==> config.mk <==
export PLATFORM = sky130hd
export DESIGN_NAME = uri_component_char_normalizer
export DESIGN_NICKNAME = d
export VERILOG_FILES = /design/src/rtl/core/uricn_pkg.sv /design/src/rtl/core/uricn_step.sv /design/src/rtl/core/uri_component_char_normalizer.sv
export SDC_FILE = /design/constraint.sdc
export NUM_CORES = 1
export LEC_CHECK = 0
export BUFFER_PORTS_ARGS = -buffer_cell sky130_fd_sc_hd__buf_2
export CORE_MARGIN = 2
export CORE_UTILIZATION = 53
export DETAILED_ROUTE_END_ITERATION = 8
export GPL_ROUTABILITY_DRIVEN = 0
export HOLD_SLACK_MARGIN = 0.06
export PLACE_DENSITY = 0.81
export SLEW_MARGIN = 20
export SYNTH_ARGS = -nofsm -noshare
export SYNTH_HDL_FRONTEND = slang
export SYNTH_SLANG_ARGS = --single-unit
==> constraint.sdc <==
create_clock -name clk -period 8 [get_ports clk]
set_clock_uncertainty 0.15 [all_clocks]
set_input_delay 0.4 -clock clk [delete_from_list [all_inputs] [get_ports clk]]
set_output_delay 0.4 -clock clk [all_outputs]
set_load 0.03 [all_outputs]
==> src/rtl/core/uricn_pkg.sv <==
// ============================================================================
// uricn_pkg
// Shared types, codes and character class functions for the URI component
// character normalizer.
// ============================================================================
package uricn_pkg;

    // Component modes held in the mode register.
    localparam logic [2:0] MODE_SCHEME = 3'd0;
    localparam logic [2:0] MODE_HOST   = 3'd1;
    localparam logic [2:0] MODE_PORT   = 3'd2;
    localparam logic [2:0] MODE_PATH   = 3'd3;
    localparam logic [2:0] MODE_IPV4   = 3'd4;

    // Status codes reported with every result.
    localparam logic [2:0] ST_OK          = 3'd0;
    localparam logic [2:0] ST_ILLEGAL     = 3'd1;
    localparam logic [2:0] ST_RANGE       = 3'd2;
    localparam logic [2:0] ST_NO_SCHEME   = 3'd3;
    localparam logic [2:0] ST_BAD_EMPTY   = 3'd4;

    // Escape progress.
    localparam logic [1:0] ESC_NONE   = 2'd0;
    localparam logic [1:0] ESC_FIRST  = 2'd1;
    localparam logic [1:0] ESC_SECOND = 2'd2;

    // Characters with a role of their own.
    localparam logic [7:0] CH_PERCENT = 8'h25;
    localparam logic [7:0] CH_COLON   = 8'h3A;
    localparam logic [7:0] CH_AT      = 8'h40;
    localparam logic [7:0] CH_SLASH   = 8'h2F;
    localparam logic [7:0] CH_DOT     = 8'h2E;
    localparam logic [7:0] CH_ZERO    = 8'h30;
    localparam logic [7:0] CH_PLUS    = 8'h2B;
    localparam logic [7:0] CH_MINUS   = 8'h2D;

    // IPv4 octet limits.
    localparam logic [9:0] OCTET_MAX      = 10'd255;
    localparam logic [9:0] OCTET_MIN_3DIG = 10'd100;
    localparam logic [9:0] OCTET_MIN_2DIG = 10'd10;
    localparam logic [2:0] OCTET_LIMIT    = 3'd4;
    localparam logic [2:0] OCTET_COUNT_SAT = 3'd7;
    localparam logic [2:0] OCTET_DIG_MAX  = 3'd3;
    localparam logic [2:0] OCTET_DIG_OVER = 3'd4;

    typedef struct packed {
        logic [7:0] char_in;
        logic       last_char;
        logic       empty_component;
    } item_t;

    typedef struct packed {
        logic [7:0] char_out;
        logic       end_of_component;
        logic [2:0] status;
    } result_t;

    typedef struct packed {
        logic [1:0] escape_phase;
        logic [2:0] sticky_status;
        logic       at_first_byte;
        logic [2:0] octet_digits;
        logic [9:0] octet_value;
        logic [2:0] octet_count;
    } comp_state_t;

    localparam comp_state_t COMP_RESET = '{
        escape_phase:  ESC_NONE,
        sticky_status: ST_OK,
        at_first_byte: 1'b1,
        octet_digits:  3'd0,
        octet_value:   10'd0,
        octet_count:   3'd0
    };

    function automatic logic is_alpha(input logic [7:0] c);
        return (c >= 8'h41 && c <= 8'h5A) || (c >= 8'h61 && c <= 8'h7A);
    endfunction

    function automatic logic is_digit(input logic [7:0] c);
        return c >= 8'h30 && c <= 8'h39;
    endfunction

    function automatic logic is_hex(input logic [7:0] c);
        return is_digit(c) || (c >= 8'h41 && c <= 8'h46) || (c >= 8'h61 && c <= 8'h66);
    endfunction

    function automatic logic is_unres(input logic [7:0] c);
        return is_alpha(c) || is_digit(c) || c == 8'h2D || c == 8'h2E ||
               c == 8'h5F || c == 8'h7E;
    endfunction

    function automatic logic is_sub(input logic [7:0] c);
        return c == 8'h21 || c == 8'h24 || c == 8'h26 || c == 8'h27 ||
               c == 8'h28 || c == 8'h29 || c == 8'h2A || c == 8'h2B ||
               c == 8'h2C || c == 8'h3B || c == 8'h3D;
    endfunction

    function automatic logic [7:0] to_lower(input logic [7:0] c);
        return (c >= 8'h41 && c <= 8'h5A) ? (c + 8'd32) : c;
    endfunction

    function automatic logic [7:0] to_upper(input logic [7:0] c);
        return (c >= 8'h61 && c <= 8'h7A) ? (c - 8'd32) : c;
    endfunction

    // Records a status code only if none has been recorded yet.
    function automatic logic [2:0] flag(input logic [2:0] cur, input logic [2:0] code);
        return (cur == ST_OK) ? code : cur;
    endfunction

    // Checks the octet that is just finished and starts a new one.
    function automatic comp_state_t close_octet(input comp_state_t s);
        comp_state_t r;
        r = s;
        if (s.octet_digits == 3'd0) begin
            r.sticky_status = flag(r.sticky_status, ST_ILLEGAL);
        end else if (s.octet_digits == 3'd2 && s.octet_value < OCTET_MIN_2DIG) begin
            r.sticky_status = flag(r.sticky_status, ST_ILLEGAL);
        end else if (s.octet_digits == 3'd3 &&
                     (s.octet_value < OCTET_MIN_3DIG || s.octet_value > OCTET_MAX)) begin
            r.sticky_status = flag(r.sticky_status, ST_ILLEGAL);
        end
        if (s.octet_count < OCTET_COUNT_SAT) begin
            r.octet_count = s.octet_count + 3'd1;
        end
        r.octet_digits = 3'd0;
        r.octet_value  = 10'd0;
        return r;
    endfunction

    // Checks that run when a component ends after at least one byte.
    function automatic comp_state_t end_checks(input comp_state_t s, input logic [2:0] mode);
        comp_state_t r;
        r = s;
        if (r.escape_phase != ESC_NONE) begin
            r.sticky_status = flag(r.sticky_status, ST_ILLEGAL);
        end
        if (mode == MODE_IPV4) begin
            r = close_octet(r);
            if (r.octet_count < OCTET_LIMIT) begin
                r.sticky_status = flag(r.sticky_status, ST_ILLEGAL);
            end
        end else if (mode > MODE_IPV4) begin
            r.sticky_status = flag(r.sticky_status, ST_ILLEGAL);
        end
        return r;
    endfunction

endpackage

==> src/rtl/core/uricn_step.sv <==
// ============================================================================
// uricn_step
// One byte's worth of checking and normalization: takes the held beat and the
// component state and gives the result and the next component state.
// ============================================================================
module uricn_step
    import uricn_pkg::*;
(
    input  logic [2:0]  mode,
    input  item_t       item,
    input  comp_state_t cur,
    output result_t     result,
    output comp_state_t nxt
);

    comp_state_t s;
    logic [7:0]  c;
    logic [7:0]  ch;
    logic        last;
    logic [13:0] scaled;

    assign c = item.char_in;

    always_comb
    begin
        s      = cur;
        ch     = 8'd0;
        last   = 1'b1;
        scaled = {4'd0, cur.octet_value} * 14'd10 + {6'd0, c - CH_ZERO};

        if (item.empty_component) begin
            if (cur.at_first_byte) begin
                if (mode == MODE_SCHEME) begin
                    s.sticky_status = flag(s.sticky_status, ST_NO_SCHEME);
                end else if (mode == MODE_PATH || mode == MODE_IPV4) begin
                    s.sticky_status = flag(s.sticky_status, ST_BAD_EMPTY);
                end else if (mode > MODE_IPV4) begin
                    s.sticky_status = flag(s.sticky_status, ST_ILLEGAL);
                end
            end else begin
                s = end_checks(s, mode);
            end
        end else begin
            unique case (mode) inside
                MODE_SCHEME:
                begin
                    if (cur.at_first_byte && !is_alpha(c)) begin
                        s.sticky_status = flag(s.sticky_status, ST_ILLEGAL);
                    end
                    if (!(is_alpha(c) || is_digit(c) || c == CH_PLUS ||
                          c == CH_MINUS || c == CH_DOT)) begin
                        s.sticky_status = flag(s.sticky_status, ST_ILLEGAL);
                    end
                    ch = to_lower(c);
                end
                MODE_HOST, MODE_PATH:
                begin
                    if (cur.escape_phase != ESC_NONE) begin
                        if (!is_hex(c)) begin
                            s.sticky_status = flag(s.sticky_status, ST_ILLEGAL);
                        end
                        s.escape_phase = (cur.escape_phase == ESC_FIRST) ? ESC_SECOND
                                                                         : ESC_NONE;
                        ch = to_upper(c);
                    end else if (c == CH_PERCENT) begin
                        s.escape_phase = ESC_FIRST;
                        ch = c;
                    end else if (mode == MODE_HOST) begin
                        if (!(is_sub(c) || is_unres(c))) begin
                            s.sticky_status = flag(s.sticky_status, ST_ILLEGAL);
                        end
                        ch = to_lower(c);
                    end else begin
                        if (!(is_unres(c) || is_sub(c) || c == CH_COLON ||
                              c == CH_AT || c == CH_SLASH)) begin
                            s.sticky_status = flag(s.sticky_status, ST_ILLEGAL);
                        end
                        ch = c;
                    end
                end
                MODE_PORT:
                begin
                    if (!is_digit(c)) begin
                        s.sticky_status = flag(s.sticky_status, ST_ILLEGAL);
                    end
                    ch = c;
                end
                MODE_IPV4:
                begin
                    if (c == CH_DOT) begin
                        s = close_octet(s);
                        if (s.octet_count >= OCTET_LIMIT) begin
                            s.sticky_status = flag(s.sticky_status, ST_RANGE);
                        end
                    end else if (is_digit(c)) begin
                        if (cur.octet_digits >= OCTET_DIG_MAX) begin
                            s.sticky_status = flag(s.sticky_status, ST_RANGE);
                            s.octet_digits  = OCTET_DIG_OVER;
                        end else begin
                            s.octet_value  = scaled[9:0];
                            s.octet_digits = cur.octet_digits + 3'd1;
                        end
                    end else begin
                        s.sticky_status = flag(s.sticky_status, ST_ILLEGAL);
                    end
                    ch = c;
                end
                default:
                begin
                    s.sticky_status = flag(s.sticky_status, ST_ILLEGAL);
                    ch = c;
                end
            endcase
            s.at_first_byte = 1'b0;
            last = item.last_char;
            if (item.last_char) begin
                s = end_checks(s, mode);
            end
        end

        result.char_out         = ch;
        result.end_of_component = last;
        result.status           = s.sticky_status;
        nxt = last ? COMP_RESET : s;
    end

endmodule

==> src/rtl/core/uri_component_char_normalizer.sv <==
// ============================================================================
// uri_component_char_normalizer
// Top level: input beat register, per-byte step logic, component state and
// the result register, with valid/stall handshakes on both sides.
// ============================================================================
// A held beat moves to the result register when that is empty or taken.
// Throughput: one beat per cycle while the result side does not stall; the
// step logic holds no loop, so beats follow back to back.
// Reset (rst_n low, asynchronous): mode register goes to scheme, component
// state returns to its start values, and both stages are emptied.
module uri_component_char_normalizer
    import uricn_pkg::*;
(
    input  logic       clk,
    input  logic       rst_n,

    // Configuration: component mode register.
    input  logic       cfg_we,
    input  logic [2:0] cfg_wdata,

    // Input beats.
    input  logic       item_valid,
    output logic       item_stall,
    input  item_t      item,

    // Result beats.
    output logic       result_valid,
    input  logic       result_stall,
    output result_t    result
);

    logic [2:0]  mode_reg;
    logic        hold_valid_reg;
    item_t       hold_reg;
    comp_state_t state_reg;
    comp_state_t state_next;
    logic        result_valid_reg;
    result_t     result_reg;
    result_t     result_next;

    logic        item_accept;
    logic        advance;
    logic        fire;

    // The held beat moves on whenever the result register is empty or is
    // being taken in the same cycle. The input side only stalls when the held
    // beat cannot move, so a waiting result never blocks a new beat by itself.
    assign advance     = !result_valid_reg || !result_stall;
    assign fire        = hold_valid_reg && advance;
    assign item_stall  = hold_valid_reg && !advance;
    assign item_accept = item_valid && !item_stall;

    // Mode register. The user writes only while the block is idle; not checked.
    always_ff @(posedge clk or negedge rst_n)
    begin
        if (!rst_n) begin
            mode_reg <= MODE_SCHEME;
        end else if (cfg_we) begin
            mode_reg <= cfg_wdata;
        end
    end

    // Input beat register.
    always_ff @(posedge clk or negedge rst_n)
    begin
        if (!rst_n) begin
            hold_valid_reg <= 1'b0;
        end else if (item_accept) begin
            hold_valid_reg <= 1'b1;
        end else if (fire) begin
            hold_valid_reg <= 1'b0;
        end
    end

    always_ff @(posedge clk)
    begin
        if (item_accept) begin
            hold_reg <= item;
        end
    end

    // Per-byte checks and normalization.
    uricn_step u_step (
        .mode   (mode_reg),
        .item   (hold_reg),
        .cur    (state_reg),
        .result (result_next),
        .nxt    (state_next)
    );

    // Component state advances once per beat that reaches the result stage.
    always_ff @(posedge clk or negedge rst_n)
    begin
        if (!rst_n) begin
            state_reg <= COMP_RESET;
        end else if (fire) begin
            state_reg <= state_next;
        end
    end

    // Result register.
    always_ff @(posedge clk or negedge rst_n)
    begin
        if (!rst_n) begin
            result_valid_reg <= 1'b0;
        end else if (fire) begin
            result_valid_reg <= 1'b1;
        end else if (!result_stall) begin
            result_valid_reg <= 1'b0;
        end
    end

    always_ff @(posedge clk)
    begin
        if (fire) begin
            result_reg <= result_next;
        end
    end

    assign result_valid = result_valid_reg;
    assign result       = result_reg;

endmodule

# --- After elaboration in Yosys (flattened, before gate mapping) ---
# Index checks and enable logic that the tools add are counted.
op_classes:
  n_addsub: 7
  mul: 1
  div: 0
  magnitude_cmp: 21
  n_eq_ne: 32
  shifts: 0
  mux: 101
  n_bitwise: 0
  reduce_logical: 64
op_table:
  columns: ["operator", "count"]
  rows:
  - ["3-bit two-way mux", 73]
  - ["8-bit by 6-bit equality test with 1-bit output, second input constant", 16]
  - ["16-bit two-way mux", 4]
  - ["22-bit two-way mux", 2]
  - ["8-bit two-way mux", 5]
  - ["3-bit zero test", 11]
  - ["8-bit by 7-bit less-or-equal comparator with 1-bit output, second input constant", 4]
  - ["1-bit logical OR", 29]
  - ["13-bit two-way mux", 2]
  - ["8-bit by 7-bit equality test with 1-bit output, second input constant", 3]
  - ["10-bit by 8-bit greater-than comparator with 1-bit output, second input constant", 2]
  - ["10-bit by 4-bit less-than comparator with 1-bit output, second input constant", 2]
  - ["10-bit by 7-bit less-than comparator with 1-bit output, second input constant", 2]
  - ["20-bit two-way mux", 1]
  - ["3-bit by 2-bit equality test with 1-bit output, second input constant", 6]
  - ["17-bit two-way mux", 1]
  - ["8-bit by 7-bit >= comparator with 1-bit output, second input constant", 2]
  - ["8-bit case mux with 2 select lines", 1]
  - ["8-bit by 6-bit subtractor with 8-bit output, second input constant", 2]
  - ["1-bit logical AND", 13]
  - ["3-bit less-than comparator, second input constant", 4]
  - ["3-bit case mux with 4 select lines", 1]
  - ["10-bit by 8-bit adder with 10-bit output", 1]
  - ["10-bit by 3-bit multiplier with 9-bit output, second input constant", 1]
  - ["other kinds (22)", 38]
word_totals:
  ff_bits: 49
  latch_bits: 0
  ramBits: 0
  mem_bits_ro: 0
  input_bits: 18
  out_inout_bits: 14
  wordCells: 241
  n_memories: 0

# --- Logic depth before layout (Yosys ltp) ---
# Gate-level depths: netlist (run 1).
depth:
  ltp_word: 41
  ltp_mapped: 15
  mapped_depth_nobuf: 15

# --- By module ---
# A second synthesis (run 1) with hierarchy kept.
hier_totals:
  hier_cells: 423
  hier_area_um2: 4037.6
by_module_without_submodules:
  columns: ["mod", "instances", "cells_each", "area_per_inst_um2"]
  rows:
  - ["uricn_step", 1, 341, 2348.5]
  - ["uri_component_char_normalizer", 1, 82, 1689.1]

# --- Worst setup path before layout (run 1) ---
# Ideal clock, no wire load.
synth_timing:
  kind: "reg-to-reg"
  startpoint: "register state_reg[4] (netlist name)"
  endpoint: "register result_reg (netlist bit result[0]), data pin"
  setup_time_ns: 0.259
  t_arrival_ns: 3.531
  t_required_ns: 7.591
  path_slack_ns: 4.060
  path_stages_with_launch: 16
  synth_period_minus_slack_ns: 3.940
  path_cell_list: "dfrtp_1 ha_1 ha_1 inv_1 fa_1 inv_1 ha_1 and3_1 a22o_1 o22a_1 and3_1 or4_1 o311a_1 nor2_1 o21ai_1 o31a_1"
synth_rtl:
  columns: ["element", "line_no", "source"]
  rows:
  - ["start: declaration", "uri_component_char_normalizer.sv:35", "comp_state_t state_reg;"]
  - ["start signal: assignment", "uri_component_char_normalizer.sv:97", "state_reg <= state_next;"]
  - ["end signal: assignment", "uri_component_char_normalizer.sv:116", "result_reg <= result_next;"]
  - ["end: declaration", "uri_component_char_normalizer.sv:38", "result_t result_reg;"]

==> flow_summary_export.csv, run 1 <==
group,metric,value,unit
outcome,status,"finished clean",
route,avgRoutedWirePerCell,17.9,microns
sta,fin_crit,4.23,ns
final_layout,syn2layout_area_growth,7.06,%
sta,relSlewSlack,38.5,%
yosys,synth_fp_nets,461,
route,routed_via_density,6.54,
global_routing,grt_use_total,23.7,%
global_routing,antenna_found_initial,0,
sta,worstMarginPinSlew,0.919,ns
place,port_buffers,31,
worst_setup_path,reg2reg_slack,3.77,ns
final_layout,fillerInstances,634,
floorplan,start_util,54.5,%
worst_setup_path,critPathKind,"flop to flop",
flow_run,cap_violations,0,
min_path,min_path_type,"primary input to flop",
place,postPlaceCellArea,4130,sq um
clock_tree,clkTransAtPathRegs,0.10,ns
sta,drv_slew,0,
yosys,synth_warnings,0,
power,pwr-share-seq,53.7,%
floorplan,die_area,8160,sq um
global_routing,grt_pass1_vias,3414,
power,clkPwrFrac,27.2,%
route,routed_wl,9.47,mm
worst_setup_path,critPathMaxFanout,7,
sta,rsz0062_at_grt,"no",
clock_tree,worstSkewPairLatency,0.32,ns
clock_tree,root_buffer,"clkbuf_8",
sta,setup_viol,0,
final_layout,drive_gt1_share,15.8,%
clock_tree,clock-sinks,49,
yosys,avgSynthCellArea,9.68,sq um
global_routing,overflow,0,
worst_setup_path,crit_chain,"ha_1, ha_1, inv_1, fa_1, inv_1, ha_1, and3_1, a22o_1, o22a_1, and3_1, or4_1, o311a_1, nor2_1, o21ai_1, o31a_1",
power,power,561,uW
floorplan,io_pins,32,
yosys,synth_edf_count,22,
worst_setup_path,worst_path_most_repeated_cell,"ha_1",
power,swShare,32.2,%
yosys,synthCells,408,
power,power_frac_comb,19.1,%
yosys,ys.flop_type,"dfrtp_1",
final_layout,largest_reg_flops,22,
sta,period_share,52.9,%
sta,fin_setup_tns,0,ns
yosys,seq_area_frac_synth,33.9,%
worst_setup_path,max_stage_delay,0.50,ns
worst_setup_path,startpoint_type,"flop",
global_routing,grt_max_degree,28,
sta,hold_viol,0,
worst_setup_path,cp_slowest_cell,"or4_1",
floorplan,die_w,90.3,microns
final_layout,num-nets-final,483,
sta,timing.fmax,236,MHz
power,p_int,380,uW
floorplan,rows,31,
worst_setup_path,required,7.93,ns
place,dpl.hpwl,6.95,mm
clock_tree,cts_tree,"yes",
floorplan,fp.dieH,90.3,microns
yosys,synth-seq-cells,49,
final_layout,postLayoutCellArea,4230,sq um
clock_tree,cts-htree-levels,2,
power,power.leakage,1.85,nW
clock_tree,cts_inserted_buffers,5,
power,irDropWorstVdd,0.0629,mV
worst_setup_path,cp.arrival,4.16,ns
worst_setup_path,crit_path_end_kind,"flop",
route,dr.pass1.iters,5,
yosys,synthArstFlopShare,55.1,%
route,ant_nets,0,
yosys,ys_types,81,
route,first_iter_violations,264,
power,p_switching,181,uW
global_routing,grt_pass1_wl,16.0,mm
route,drc,0,
yosys,syn-cell-area,3950,sq um
clock_tree,clk_path_buf_depth,2,
power,powerDensity,133,nW/um^2
floorplan,core,7250,sq um
final_layout,antenna_cells,0,
route,dr_total_vias,3467,
==> what timing repair did <==
item | 4_1_cts | 5_1_grt
setup endpoints to repair | 0 | 0
buffers inserted | 0 | 0
hold buffers | 1 | 0
endpoints found under the hold margin | 26 | 0
gates resized for setup | 0 | 0
==> through the flow <==
step	hold WS, ns	setup WS (ns)	std cells	utilization (%)
4_1_cts	0.0993	3.79	530	58.3
5_1_grt	0.0933	3.59	530	58.3
3_3_place_gp	0.299	3.92	521	56.9
6_report	0.100	3.77	530	58.3
2_1_floorplan	-0.0456	4.06	408	-
3_5_place_dp	0.307	3.81	521	56.9
==> final timing paths <==
check	to	from	cells after the start
setup / recovery	result[0]$_DFFE_PP_	state_reg[6]$_DFFE_PN0P_	15
setup reg to reg	result[0]$_DFFE_PP_	state_reg[6]$_DFFE_PN0P_	15
hold / removal	hold_reg[0]$_DFFE_PP_	item[0]	1
max in group asynchronous	state_reg[12]$_DFFE_PN0P_	rst_n	2
min in group asynchronous	state_reg[21]$_DFFE_PN0P_	rst_n	2
hold reg to reg	result_valid$_DFFE_PN0P_	hold_valid_reg$_DFFE_PN0P_	1
==> layout make-up <==
| class | count | area [sq um] | share of cell area [%] |
|---|---|---|---|
| Sequential cell | 49 | 1340 | 31.6 |
| Timing Repair Buffer | 32 | 165 | 3.91 |
| Multi-Input combinational cell | 324 | 2440 | 57.8 |
| Inverter | 18 | 67.6 | 1.60 |
| Clock inverter | 3 | 21.3 | 0.503 |
| Tap cell | 99 | 124 | 2.93 |
| Clock buffer | 5 | 68.8 | 1.63 |
==> cells by family after synthesis <==
group	Yosys count	synth area share, %
and+or+nand+nor	137	20.6
AOI/OAI and AO/OA	135	25.7
DFF	49	33.9
adders and majority gates	35	11.5
buffers and inverters	35	4.24
muxes	6	1.74
xor gates and xnor gates	11	2.44
==> placed cells by master (no fill, tap or decap), types with 8 or more instances in the layout <==
cell type   n
inv_1      18
ha_1       33
o21ai_0    24
dfrtp_1    26
nor3_1      9
nor2_1     29
xnor2_1     8
nand2_1    24
o21a_1      8
edfxtp_1   22
nand3_1    13
a22o_1     14
buf_2      31
a21oi_1    25
==> Yosys cell counts, types with 3 or more instances <==
cell,n,area (sq um)
buf_2,5,25.0
a31oi_1,4,25.0
o2111ai_1,3,26.3
o211ai_1,3,22.5
nor4_1,4,25.0
xor2_1,3,26.3
o21ai_0,24,120
dfrtp_1,26,651
mux2_2,3,33.8
o21a_1,8,60.1
and3_1,7,43.8
o31ai_1,3,22.5
and2_1,5,31.3
nand3b_1,3,22.5
a211oi_1,3,22.5
edfxtp_1,22,661
a21o_1,5,37.5
nand2b_1,7,43.8
nand4_1,5,31.3
nor2_1,29,109
clkbuf_1,6,22.5
nand3_1,13,65.1
buf_4,4,30.0
a32o_1,4,40.0
a21oi_1,25,125
ha_1,33,413
a22o_1,14,123
inv_1,18,67.6
nand2_1,24,90.1
o311a_1,3,30.0
and3b_1,3,26.3
xnor2_1,8,70.1
nor3_1,9,45.0
nor2b_1,4,25.0
or3_1,3,18.8
o22ai_1,6,37.5
==> worst max-delay path: cells and delay by family (launching register included) <==
kind | cells | cell delay (ns)
simple gates | 4 | 0.98
buf+inv | 2 | 0.11
fa+ha+maj | 4 | 1.29
flops | 1 | 0.49
compound gates | 5 | 0.97
==> metal layers <==
layer	share of wire [%]	up-vias	GRT usage (%)	wire, microns
met5	0	-	0	0
met2	47	154	39.1	4460
met1	43	1676	31.2	4070
li1	-	1611	-	-
met4	2.9	0	10.4	272
met3	7.0	26	3.34	664
==> power by group through the flow <==
stage               sequential (mW)  clock, mW  combinational (mW)
floorplan                     0.304          0              0.0773
global placement              0.305          0               0.103
detailed placement            0.305          0               0.106
CTS                           0.300      0.156               0.107
global route                  0.303      0.165               0.118
finish                        0.301      0.153               0.107
(Power assumes the default switching activity.)
==> run 2, diff against run 1 <==
Settings changed: PLACE_DENSITY 0.81 to 0.84.
Clock period 8 ns to 3.7 ns, I/O delays scaled along.
==> run 2 against run 1 <==
Against the previous run:
- the flow now finishes with violations (setup timing)
- sequential power increased by 110%
- register-to-register slack got worse by 3.9 ns
- combinational power increased to 2.8 times the previous value
- largest cell class unchanged
- global-route usage increased by 3.1 points
- critical path type unchanged
- sequential cell count unchanged
- count of clock-buffer cells in the layout increased by 2
- clock power increased by 150%
- non-clock buffer count increased by 49
- cell count increased by 9.2%
- routed wire length increased by 12%
- utilization increased by 7.7 points
- power increased by 130%
==> flow_summary_export.csv, run 2 (synthesis results as in run 1) <==
group,metric,value,unit
sta,worst_slack,-0.123,ns
final_layout,largest_reg_flops,22,
floorplan,core,7250,sq um
sta,setup_viol,2,
sta,hold_viol,0,
power,p_int,914,uW
route,avgRoutedWirePerCell,18.4,microns
sta,timing.fmax,262,MHz
sta,rsz0062_at_grt,"yes",
worst_setup_path,required,3.61,ns
power,power.leakage,2.09,nW
final_layout,drive_gt1_share,24.2,%
global_routing,grt_use_total,26.8,%
worst_setup_path,critPathMaxFanout,3,
final_layout,syn2layout_area_growth,21.3,%
power,irDropWorstVdd,0.133,mV
power,swShare,30.1,%
route,first_iter_violations,371,
worst_setup_path,critPathBufInv,2,
global_routing,overflow,0,
flow_run,cap_violations,0,
global_routing,grt_max_degree,28,
outcome,violations,"setup timing",
clock_tree,clk_path_buf_depth,2,
worst_setup_path,cp.arrival,3.73,ns
global_routing,use_met2,48.4,%
final_layout,final_cell_mix,"31 x buf_2, 29 x buf_4, 28 x nor2_1",
global_routing,grt_pass1_vias,3746,
place,dpl.hpwl,7.49,mm
worst_setup_path,worst_path_most_repeated_cell,"ha_4",
power,clkPwrFrac,28.9,%
global_routing,busiest_layer,"met2",
sta,period_share,103,%
floorplan,rows,31,
worst_setup_path,crit_chain,"ha_4, ha_4, inv_2, fa_2, inv_2, ha_4, and3_4, a22o_1, o22a_1, and3_1, or4_4, o311a_4, nor2_2, o21ai_2, o31a_1",
global_routing,antenna_found_initial,0,
power,power,1.31,mW
sta,drv_slew,0,
worst_setup_path,cp_slowest_cell,"fa_2",
clock_tree,cts_tree,"yes",
worst_setup_path,startpoint_type,"flop",
worst_setup_path,cpLargestDelayFamily,"adder cells",
route,ant_nets,0,
sta,worstMarginPinSlew,0.703,ns
global_routing,gr-usage-met1,33.6,%
floorplan,start_util,54.5,%
clock_tree,cts_inserted_buffers,5,
place,dp.cells,546,
place,postPlaceCellArea,4340,sq um
route,drc,0,
global_routing,grt_use_met3,3.09,%
final_layout,num-nets-final,532,
power,pwr-share-seq,48.5,%
worst_setup_path,max_stage_delay,0.53,ns
route,dr.pass1.iters,5,
clock_tree,clock-sinks,49,
power,p_switching,394,uW
final_layout,final_common_cell,"buf_2",
outcome,status,"complete, but fails checks",
global_routing,grt_pass1_wl,18.0,mm
floorplan,fp.dieH,90.3,microns
floorplan,io_pins,32,
final_layout,postLayoutCellArea,4790,sq um
sta,fin_crit,3.82,ns
floorplan,die_w,90.3,microns
sta,fin_setup_tns,-0.209,ns
clock_tree,root_buffer,"clkbuf_8",
route,routed_via_density,6.50,
clock_tree,cts-htree-levels,2,
power,power_frac_comb,22.6,%
power,powerDensity,273,nW/um^2
final_layout,instances_no_fill,579,
sta,relSlewSlack,52.6,%
route,routed_wl,10.6,mm
clock_tree,worstSkewPairLatency,0.31,ns
place,post-place-ws,-0.111,ns
final_layout,antenna_cells,0,
place,port_buffers,31,
clock_tree,clkTransAtPathRegs,0.10,ns
min_path,min_path_type,"primary input to asynchronous set/reset pin",
worst_setup_path,crit_path_end_kind,"flop",
floorplan,die_area,8160,sq um
route,dr_total_vias,3761,
worst_setup_path,critPathKind,"flop to flop",
run 2: cell count changes in the layout (fill, tap and decap cells not counted), moves of 2 or more:
cell / change
ha_1: -6
dlygate4sd3_1: +20
ha_4: +5
inv_1: -2
inv_2: +2
buf_4: +29
run 2: cell type report:
cell class	count	area (sq um)
clock inverter	1	7.51
clock buffer	7	108
fill	559	2460
multi-input combinational	324	2560
sequential	49	1340
timing repair buffer	81	583
inverter	18	67.6
tap	99	124
run 2: per-stage QoR:
step / hold slack [ns] / utilization (%)
2_1_floorplan: -0.261 / -
3_3_place_gp: 0.0853 / 59.8
3_5_place_dp: 0.0941 / 59.8
4_1_cts: 0.298 / 64.6
5_1_grt: 0.350 / 66.0
6_report: 0.294 / 66.0
run 2: per-layer routing:
layer	up-vias	share of wire, %
li1	1711	-
met1	1829	41
met2	192	51
met3	29	6.0
met4	0	2.4
met5	-	0
run 2: path summary, 6_finish.rpt:
| check | from | to | slack, ns | cells after the start |
|---|---|---|---|---|
| max in group asynchronous | rst_n | state_reg[11]$_DFFE_PN0P_ | 2.67 | 2 |
| min | rst_n | state_reg[21]$_DFFE_PN0P_ | 0.29 | 2 |
| max | state_reg[6]$_DFFE_PN0P_ | result[0]$_DFFE_PP_ | -0.12 | 15 |
| min in group clk | hold_valid_reg$_DFFE_PN0P_ | result_valid$_DFFE_PN0P_ | 0.35 | 1 |
| min reg2reg | hold_valid_reg$_DFFE_PN0P_ | result_valid$_DFFE_PN0P_ | 0.35 | 1 |
| max reg2reg | state_reg[6]$_DFFE_PN0P_ | result[0]$_DFFE_PP_ | -0.12 | 15 |
run 2: timing repair:
item | in CTS | in global routing
resized for setup | 2 | 12
endpoints found under the setup margin | 2 | 2
hold buffers | 21 | 0
pin swaps | 5 | 5
setup buffers | 2 | 2
hold endpoints to repair | 41 | 0
run 2: power groups by stage:
stage	sequential [mW]	combinational, mW	clock, mW
after CTS	0.633	0.285	0.382
after global placement	0.642	0.254	0
after floorplan	0.658	0.170	0
final	0.635	0.295	0.378
after global routing	0.639	0.320	0.406
after detailed placement	0.644	0.261	0
==> run 3, diff against run 2 <==
Settings changed: ABC_AREA set to 1, PLACE_DENSITY 0.84 to 0.83.
==> run 3 against run 2 <==
Against the previous run:
- the run now ends clean
- via count increased by 16%
- hold slack got worse by 0.014 ns
- non-clock buffer count decreased by 18
- routed wire length increased by 8.1%
- register-to-register slack improved by 0.25 ns
- setup slack improved by 0.25 ns
- combinational power increased by 54%
- sequential cell count unchanged
- critical path depth increased by 8
- clock power decreased by 8.7%
- power increased by 11%
- highest routed layer unchanged
==> flow_summary_export.csv, run 3 <==
group,metric,value,unit
sta,timing.fmax,280,MHz
final_layout,antenna_cells,0,
clock_tree,cts_tree,"yes",
route,dr.pass1.iters,6,
worst_setup_path,startpoint_type,"flop",
final_layout,num-nets-final,709,
global_routing,overflow,0,
sta,fin_crit,3.57,ns
worst_setup_path,critPathMaxFanout,5,
yosys,synthArstFlopShare,55.1,%
yosys,synth-seq-cells,49,
route,first_iter_violations,331,
route,ant_nets,0,
yosys,avgSynthCellArea,7.09,sq um
clock_tree,root_buffer,"clkbuf_8",
clock_tree,worstSkewPairLatency,0.31,ns
yosys,synth_common_cells,"154 x nand2_1, 84 x inv_1, 51 x nand3_1, 45 x nor2_1, 42 x o21ai_0",
route,routed_wl,11.5,mm
worst_setup_path,worst_path_most_repeated_cell,"nand2_1",
yosys,synth_fp_nets,647,
final_layout,largest_reg_flops,22,
final_layout,post-route-util,63.6,%
yosys,synth_top_family_by_area,"simple AND/OR/NAND/NOR gates",
yosys,synth_mux_area_share,0,%
worst_setup_path,max_stage_delay,0.51,ns
clock_tree,clock-sinks,49,
global_routing,antenna_found_initial,0,
worst_setup_path,crit_chain,"ha_1, ha_2, inv_1, fa_2, inv_1, ha_4, nand2_1, inv_1, nand3_1, nand4_1, nand2_1, nand3_1, nand3_2, nand2_2, nand2_1, inv_1, nand2_1, nand2_1, nand2_1, nand2_1, nand3_1, nand2_1, a21oi_2",
clock_tree,cts-htree-levels,2,
power,power.leakage,2.46,nW
sta,relSlewSlack,53.7,%
final_layout,drive_gt1_share,16.3,%
worst_setup_path,cp_slowest_cell,"fa_2",
final_layout,syn2layout_area_growth,16.6,%
place,dp.cells,722,
clock_tree,clkTransAtPathRegs,0.10,ns
sta,worstMarginPinSlew,0.692,ns
power,power,1.46,mW
floorplan,core,7730,sq um
route,routed_via_density,5.77,
worst_setup_path,required,3.62,ns
flow_run,cap_violations,0,
sta,hold_viol,0,
sta,worst_slack,0.131,ns
yosys,synth_edf_count,22,
final_layout,final_common_cell,"nand2_1",
sta,period_share,96.5,%
floorplan,die_area,8680,sq um
floorplan,fp.dieH,93.1,microns
place,dpl.hpwl,8.17,mm
floorplan,start_util,54.5,%
clock_tree,clk_path_buf_depth,2,
sta,drv_slew,0,
route,drc,0,
floorplan,die_w,93.1,microns
yosys,synth_warnings,0,
place,port_buffers,31,
worst_setup_path,critPathKind,"flop to flop",
global_routing,grt_pass1_vias,4225,
yosys,syn-cell-area,4210,sq um
worst_setup_path,reg2reg_slack,0.13,ns
global_routing,grt_use_total,27.0,%
yosys,yosysMostFrequentCell,"nand2_1",
final_layout,fillerInstances,667,
power,irDropWorstVdd,0.129,mV
yosys,synth-xor-area-share,1.46,%
yosys,synth_simple_gate_area_share,31.7,%
route,avgRoutedWirePerCell,15.2,microns
clock_tree,cts_inserted_buffers,5,
floorplan,rows,32,
final_layout,instances_no_fill,759,
worst_setup_path,crit_path_end_kind,"flop",
sta,setup_viol,0,
worst_setup_path,cp.arrival,3.49,ns
yosys,yosysTopAreaCellShare,15.7,%
yosys,synth_adder_area_share,10.8,%
outcome,status,"finished clean",
yosys,synthCells,594,
global_routing,grt_max_degree,29,
yosys,synth_compound_area_share,14.6,%
power,powerDensity,296,nW/um^2
yosys,seq_area_frac_synth,31.8,%
yosys,ys_types,48,
floorplan,io_pins,32,
yosys,ys_top_cells_by_area,"edfxtp_1 16%, dfrtp_1 15%, nand2_1 14%, ha_1 9.8%, inv_1 7.5%",
yosys,ys.flop_type,"dfrtp_1",
place,post-place-ws,0.0438,ns
global_routing,grt_pass1_wl,18.9,mm
yosys,yosys.area.top_type,"edfxtp_1",
route,dr_total_vias,4378,
final_layout,final_cell_mix,"149 x nand2_1, 83 x inv_1, 49 x nand3_1",
min_path,min_path_type,"primary input to asynchronous set/reset pin",
-- run 3: cell count changes in the layout (fill, tap and decap cells not counted), moves of 13 or more --
cell and delta:
nand3_1 +36, inv_1 +67, nand2_1 +125, nor2_1 +15
o21ai_0 +17, nand2_2 +13, buf_4 -19, a22o_1 -14
-- run 3: final cells by class --
cell class	instances	area (sq um)	share of cell area [%]
flip-flops and latches	49	1340	27.3
multi-input cells	444	2540	51.7
inverters	93	360	7.34
repair buffers	63	450	9.17
well taps	102	128	2.60
clock inverters	1	6.26	0.127
clock buffers	7	86.3	1.76
-- run 3: kinds of logic (layout without fill, tap and decap cells) --
logic type	Yosys count	after routing
adder cells (fa/ha/maj)	35	35
AO/OA/AOI/OAI	105	105
flip-flops	49	49
XOR/XNOR	7	7
buffers and inverters	101	164
AND/OR/NAND/NOR	297	297
-- run 3: repair_timing --
item	4_1_cts	5_1_grt
setup buffers	0	7
resized for setup	0	23
hold buffers	22	0
endpoints found under the hold margin	41	0
endpoints found under the setup margin	0	1
-- run 3: power breakdown --
part	switching (mW)	total, mW	internal (mW)
clock	0.192	0.345	0.153
sequential	0.0387	0.656	0.618
combinational	0.301	0.455	0.153
-- run 3: worst max-delay path: cells and delay by family, from the launching register on --
family                     cells  cell delay [ns]
DFF                            1             0.45
buffers and inverters          4             0.26
AOI/OAI and AO/OA              1             0.06
adders and majority gates      4             1.29
and+or+nand+nor               14             1.10
-- run 3: routing by layer --
metal | GRT usage (%) | vias to the layer above | share of wire, %
li1 | - | 2108 | -
met3 | 4.92 | 46 | 7.1
met5 | 0 | - | 0
met2 | 46.7 | 233 | 49
met1 | 32.6 | 1991 | 41
met4 | 12.4 | 0 | 3.0
-- run 3: final timing paths --
kind	start	endpoint	cells after the start
min	rst_n	mode_reg[2]$_DFFE_PN0P_	2
max	state_reg[4]$_DFFE_PN0P_	result[0]$_DFFE_PP_	23
max in group asynchronous	rst_n	state_reg[7]$_DFFE_PN0P_	2
min in group clk	hold_valid_reg$_DFFE_PN0P_	result_valid$_DFFE_PN0P_	2
min reg2reg	hold_valid_reg$_DFFE_PN0P_	result_valid$_DFFE_PN0P_	2
max reg2reg	state_reg[4]$_DFFE_PN0P_	result[0]$_DFFE_PP_	23
-- run 3: through the flow --
| stage | setup TNS [ns] | hold slack [ns] | area (sq um) |
|---|---|---|---|
| 2_1_floorplan | 0 | -0.261 | 4210 |
| 6_report | 0 | 0.280 | 4910 |
| 4_1_cts | 0 | 0.301 | 4780 |
| 3_3_place_gp | 0 | 0.0908 | 4470 |
| 5_1_grt | -0.0671 | 0.332 | 4910 |
| 3_5_place_dp | 0 | 0.0989 | 4470 |
